--- config.mk ---
export PLATFORM = sky130hd
export DESIGN_NAME = gkc_div
export DESIGN_NICKNAME = d
export VERILOG_FILES = /design/src/rtl/gkc_div.sv
export SDC_FILE = /design/constraint.sdc
export NUM_CORES = 2
export LEC_CHECK = 0
export ABC_AREA = 1
export BUFFER_PORTS_ARGS = -buffer_cell sky130_fd_sc_hd__buf_2
export CAP_MARGIN = 40
export CORE_ASPECT_RATIO = 1.75
export CORE_MARGIN = 3
export CORE_UTILIZATION = 30
export DETAILED_ROUTE_END_ITERATION = 10
export GPL_TIMING_DRIVEN = 0
export PLACE_DENSITY = 0.49
export SETUP_SLACK_MARGIN = 0.05
export SLEW_MARGIN = 20
export SYNTH_ARGS = -nofsm -noshare
export SYNTH_HDL_FRONTEND = slang
export SYNTH_SLANG_ARGS = --single-unit
--- constraint.sdc ---
create_clock -name i_clk -period 4.1 [get_ports i_clk]
set_clock_uncertainty 0.1 [all_clocks]
set_input_delay 0.615 -clock i_clk [delete_from_list [all_inputs] [get_ports i_clk]]
set_output_delay 0.615 -clock i_clk [all_outputs]
set_load 0.01 [all_outputs]
--- src/rtl/gkc_div.sv ---
// gkc_div: pipelined restoring divider, one quotient bit per stage
// the quotient must fit Q_W bits; the block does not register the divisor, the user must hold it for the whole transit
// no dependencies
`timescale 1ns / 1ps
`default_nettype none

module gkc_div #(
    parameter int NUM_W = 30,
    parameter int DEN_W = 16,
    parameter int Q_W   = 30
) (
    input  logic             i_clk,
    input  logic             i_en,
    input  logic [NUM_W-1:0] i_num,
    input  logic [DEN_W-1:0] i_den,
    output logic [Q_W-1:0]   o_quot
);
    localparam int SW = DEN_W + Q_W;
    localparam int CW = (NUM_W > SW) ? NUM_W : SW;

    logic [CW-1:0]  r_rem  [0:Q_W-2];
    logic [Q_W-1:0] r_quot [0:Q_W-1];

    for (genvar s = 0; s < Q_W; s++) begin : g_stage
        localparam int B = Q_W - 1 - s;
        logic [CW-1:0]  w_rem;
        logic [CW-1:0]  w_trial;
        logic [Q_W-1:0] w_q;
        logic           w_fit;

        if (s == 0) begin : g_first
            assign w_rem = CW'(i_num);
            assign w_q   = '0;
        end else begin : g_next
            assign w_rem = r_rem[s-1];
            assign w_q   = r_quot[s-1];
        end

        assign w_trial = CW'(i_den) << B;
        assign w_fit   = (w_rem >= w_trial);

        always_ff @(posedge i_clk) begin
            if (i_en) begin
                r_quot[s] <= w_fit ? (w_q | (Q_W'(1) << B)) : w_q;
            end
        end

        if (s < Q_W - 1) begin : g_rem
            always_ff @(posedge i_clk) begin
                if (i_en) begin
                    r_rem[s] <= w_fit ? (w_rem - w_trial) : w_rem;
                end
            end
        end
    end

    assign o_quot = r_quot[Q_W-1];

endmodule

`default_nettype wire

After elaboration in Yosys (flattened, before gate mapping)
Memories as Yosys holds them, arrays and structs flattened. Index checks and enable logic that the tools add are counted.

Register bits: 0. Bits in writable memories: 2234. Input bits: 48. Output and inout port bits: 30. Memories kept: 2.

Add/subtract/negate cells: 29. Magnitude comparators: 30. Multiplexer cells: 61.

Memories: r_rem (words 29, width 46, read ports 29, clocked after memory_dff 0, write ports 29, line 21) `logic [CW-1:0] r_rem [0:Q_W-2];`; r_quot (words 30, width 30, read ports 30, clocked after memory_dff 0, write ports 30, line 22) `logic [Q_W-1:0] r_quot [0:Q_W-1];`.

Operator list (number): two-way mux 46 bit (29); >= comparator 46 x 16 -> 1 bit (1); >= comparator 46 x 17 -> 1 bit (1); >= comparator 46 x 18 -> 1 bit (1); >= comparator 46 x 19 -> 1 bit (1); >= comparator 46 x 20 -> 1 bit (1); >= comparator 46 x 21 -> 1 bit (1); >= comparator 46 x 22 -> 1 bit (1); >= comparator 46 x 23 -> 1 bit (1); >= comparator 46 x 24 -> 1 bit (1); >= comparator 46 x 25 -> 1 bit (1); >= comparator 46 x 26 -> 1 bit (1); >= comparator 46 x 27 -> 1 bit (1); >= comparator 46 x 28 -> 1 bit (1); >= comparator 46 x 29 -> 1 bit (1); >= comparator 46 x 30 -> 1 bit (1); >= comparator 46 x 31 -> 1 bit (1); >= comparator 46 x 32 -> 1 bit (1); >= comparator 46 x 33 -> 1 bit (1); >= comparator 46 x 34 -> 1 bit (1); >= comparator 46 x 35 -> 1 bit (1); >= comparator 46 x 36 -> 1 bit (1); >= comparator 46 x 37 -> 1 bit (1); >= comparator 46 x 38 -> 1 bit (1); 66 further kinds (68).

Longest topological paths before layout
An unclocked memory read counts as a cell.

Depth after elaboration: 3. Gate-level depth with buffers: 16. Depth with buffers taken out: 16.

Worst setup path after synthesis
Ideal clock, no wire load.

Path type: input-to-reg. Start point: input i_den[1]. End point: memory r_rem[4][13] in the netlist's numbering, data pin. Arrival time: 3050 ps. Required time: 3736 ps. Slack: 687 ps. Stages on the path: 13. Path through: inv_1 -> ha_1 -> nand3_1 -> nand2_1 -> nand2_1 -> nand2_1 -> nand2_1 -> nand2_1 -> nand2_1 -> nand2_1 -> nor2_2 -> clkbuf_1 -> o21ai_0.

RTL lines: start: declaration (line 15) `input logic [DEN_W-1:0] i_den,`; end: declaration (line 21).

==> results.py <==
metrics = {
    "yosys": {
        "netlist_area_um2": 110000,
        "ys_seq_elements": 1799,
        "avgSynthCellArea_um2": 8.03,
        "ys_warn_count": 0,
        "synthArstFlopShare": 0,
        "ys.flop_type": "edfxtp_1",
        "netlist_instances": 13724,
        "synth_nets": 14266,
        "seq_area_frac_synth": 0.490,
        "synth_edf_count": 1799,
        "yosysUniqueCellTypes": 48,
    },
    "drt": {
        "avgRoutedWirePerCell_um": 20.5,
        "ant_nets": 0,
        "wirelength_um": 391000,
        "dr.pass1.iters": 6,
        "drc": 0,
        "vias": 91420,
        "drt_first_iter_violations": 5585,
        "wl_met3_um": 10900,
        "highest_layer": "met4",
        "vias_per_cell": 4.79,
        "wl_met2_um": 220000,
        "wl_met1_um": 124000,
    },
    "sta": {
        "fmax_ghz": 0.276,
        "slew_violations": 0,
        "tightest_slew_ps": 857,
        "slew_headroom": 0.422,
        "worst_hold_slack_ps": 146,
        "setup-violations-final": 0,
        "final.period_utilization": 0.884,
        "hold_viol_final": 0,
        "fin_crit_ps": 3620,
        "rsz0062_at_grt": "no",
    },
    "setup_path": {
        "arrival_ps": 4040,
        "cp_max_fo": 17,
        "critPathLaunchType": "input port",
        "r2r_cells": 11,
        "reg2reg_to": "r_rem[4][69]",
        "cp.required_ps": 4510,
        "endpoint_kind": "flip-flop",
        "rrSetupSlack_ps": 560,
        "crit_start": "i_den[9]",
        "r2r_start": "r_rem[4][21]",
        "criticalPathCategory": "in -> reg",
        "endpoint": "r_rem[4][69]",
    },
    "power": {
        "irDropWorstVdd_mv": 0.369,
        "powerDensity_nw_per_um2": 599,
        "cellLeakagePower_nw": 52.8,
    },
    "global_routing": {
        "antenna_found_initial": 5,
        "grt-ovfl-total": 0,
        "grt_max_degree": 144,
        "grt_pass1_wl_um": 568000,
        "grt_pass1_vias": 91932,
        "grtUsageTotal": 0.203,
    },
    "cells_and_area": {
        "final_nets": 14603,
        "drive_gt1_frac": 0.0448,
        "layout_commonest_cell": "nand2_1",
        "layout_common_cells": "4581 x nand2_1, 1896 x inv_1, 1799 x edfxtp_1",
        "final_area_um2": 124000,
        "fin_cells": 19079,
        "nFillCells": 38416,
        "syn_to_final_growth_pct": 12.8,
    },
    "clock_network": {
        "cts_sinks": 1799,
        "htreeDepth": 4,
        "cts_tree": "done",
        "clk-insertion-delay-late_ps": 930,
        "postCtsSetupRepairBufs": 0,
        "numCtsBuffers": 195,
        "clockBufferDepth": 4,
        "clk_pin_slew_ps": 60,
        "cts-root-buf": "clkbuf_16",
    },
    "flow_run": {
        "maxCapViolCount": 0,
    },
    "floorplanning": {
        "num_rows": 293,
        "ios": 78,
        "fp.dieH_um": 808,
        "initial_core_util": 0.302,
        "core_um2": 365000,
        "fp.dieW_um": 464,
        "die_area_um2": 375000,
    },
    "status": {
        "status": "finished clean",
    },
    "placement": {
        "dpl-instance-area_um2": 118000,
        "dp_hpwl_um": 312000,
        "dp_cells": 18700,
        "place_congestion": 0.955,
        "port_buffers": 77,
    },
    "hold_path": {
        "hold_class": "in -> reg",
    },
}
==> stage by stage <==
stage	power, mW	util	setup WS, ps	setup TNS [ps]
3_5_place_dp	56.4	0.323	-768	-150830
2_1_floorplan	45.8	-	687	0
3_3_place_gp	57.5	0.320	-28350	-
5_1_grt	79.3	0.341	222	0
4_1_cts	75.1	0.341	216	0
6_report	74.5	0.341	475	0
==> timing repair <==
action / CTS / global route
endpoints found under the hold margin: 30 / 0
hold buffers: 30 / 0
endpoints found under the setup margin: 0 / 118
gates resized for setup: 0 / 0
==> cells in the mapped netlist (all sizes together), types with 27 or more instances <==
cell    count  area [µm²]
nand3b     78         586
nand3     853        4330
xnor2     173        1520
inv      1927        7240
o21bai     29         218
fa         28         561
o21ai     478        2440
nor2     1617        6180
edfxtp   1799       54000
ha        466        5830
buf       111         746
nor3      230        1160
nand4     309        1950
xor2      186        1630
a21oi     712        3640
nor4       27         169
nand2    4590       17300
==> state kept, by name (all words and copies together) (netlist names) <==
signal,count
r_quot,465
r_rem,1334
==> worst min path at each step <==
stage / start / depth (start not counted) / slack, ps / end
after floorplan: r_quot[0][87] / 0 / 300 / r_quot[0][117]
after global placement: r_quot[3][46] / 0 / 300 / r_quot[3][76]
after detailed placement: r_quot[0][87] / 0 / 300 / r_quot[0][117]
after CTS: i_en / 1 / 80 / r_quot[6][52]
after global routing: i_en / 1 / 110 / r_quot[6][82]
final: i_en / 1 / 150 / r_quot[6][82]
==> area by class of cell <==
class	instances	area, µm²	share of cell area
Tap cell	4867	6090	0.0490
Timing Repair Buffer	140	1600	0.0128
Antenna cell	2	5.00	0.0000403
Multi-Input combinational cell	9879	48200	0.388
Buffer	119	777	0.00625
Sequential cell	1799	54000	0.434
Inverter	1927	7280	0.0586
Clock inverter	119	1320	0.0106
Clock buffer	227	5040	0.0406
==> metal layers <==
metal | GRT usage | vias to the layer above
met5 | 0 | -
met4 | 0.160 | 0
met3 | 0.0203 | 1104
met2 | 0.414 | 2050
met1 | 0.175 | 42458
li1 | - | 45808
==> where the power goes <==
group | total [mW] | switching [mW] | internal, mW
clock network | 18.2 | 7.76 | 10.4
registers | 27.8 | 2.98 | 24.8
logic | 28.5 | 19.6 | 8.85
==> critical path: stages <==
cell	delay (ps)
buf_2	140
inv_4	370
buf_16	280
ha_1	380
nand2_1	110
nand2_1	120
a21oi_1	230
nand3_1	260
a21oi_1	390
nand2_2	300
inv_4	220
buf_6	170
nand2_1	50
o21ai_0	310
==> cell families (layout without fill, tap and decap cells) <==
logic type      Yosys count  in the layout  synth area share
xor+xnor                359            359            0.0285
simple gates           7761           7761             0.290
fa+ha+maj               494            494            0.0580
buf+inv                2046           2532            0.0727
flops                  1799           1799             0.490
compound gates         1265           1265            0.0603
other cells               0              2                 0
Note: power is estimated with default switching activity, not from simulation.
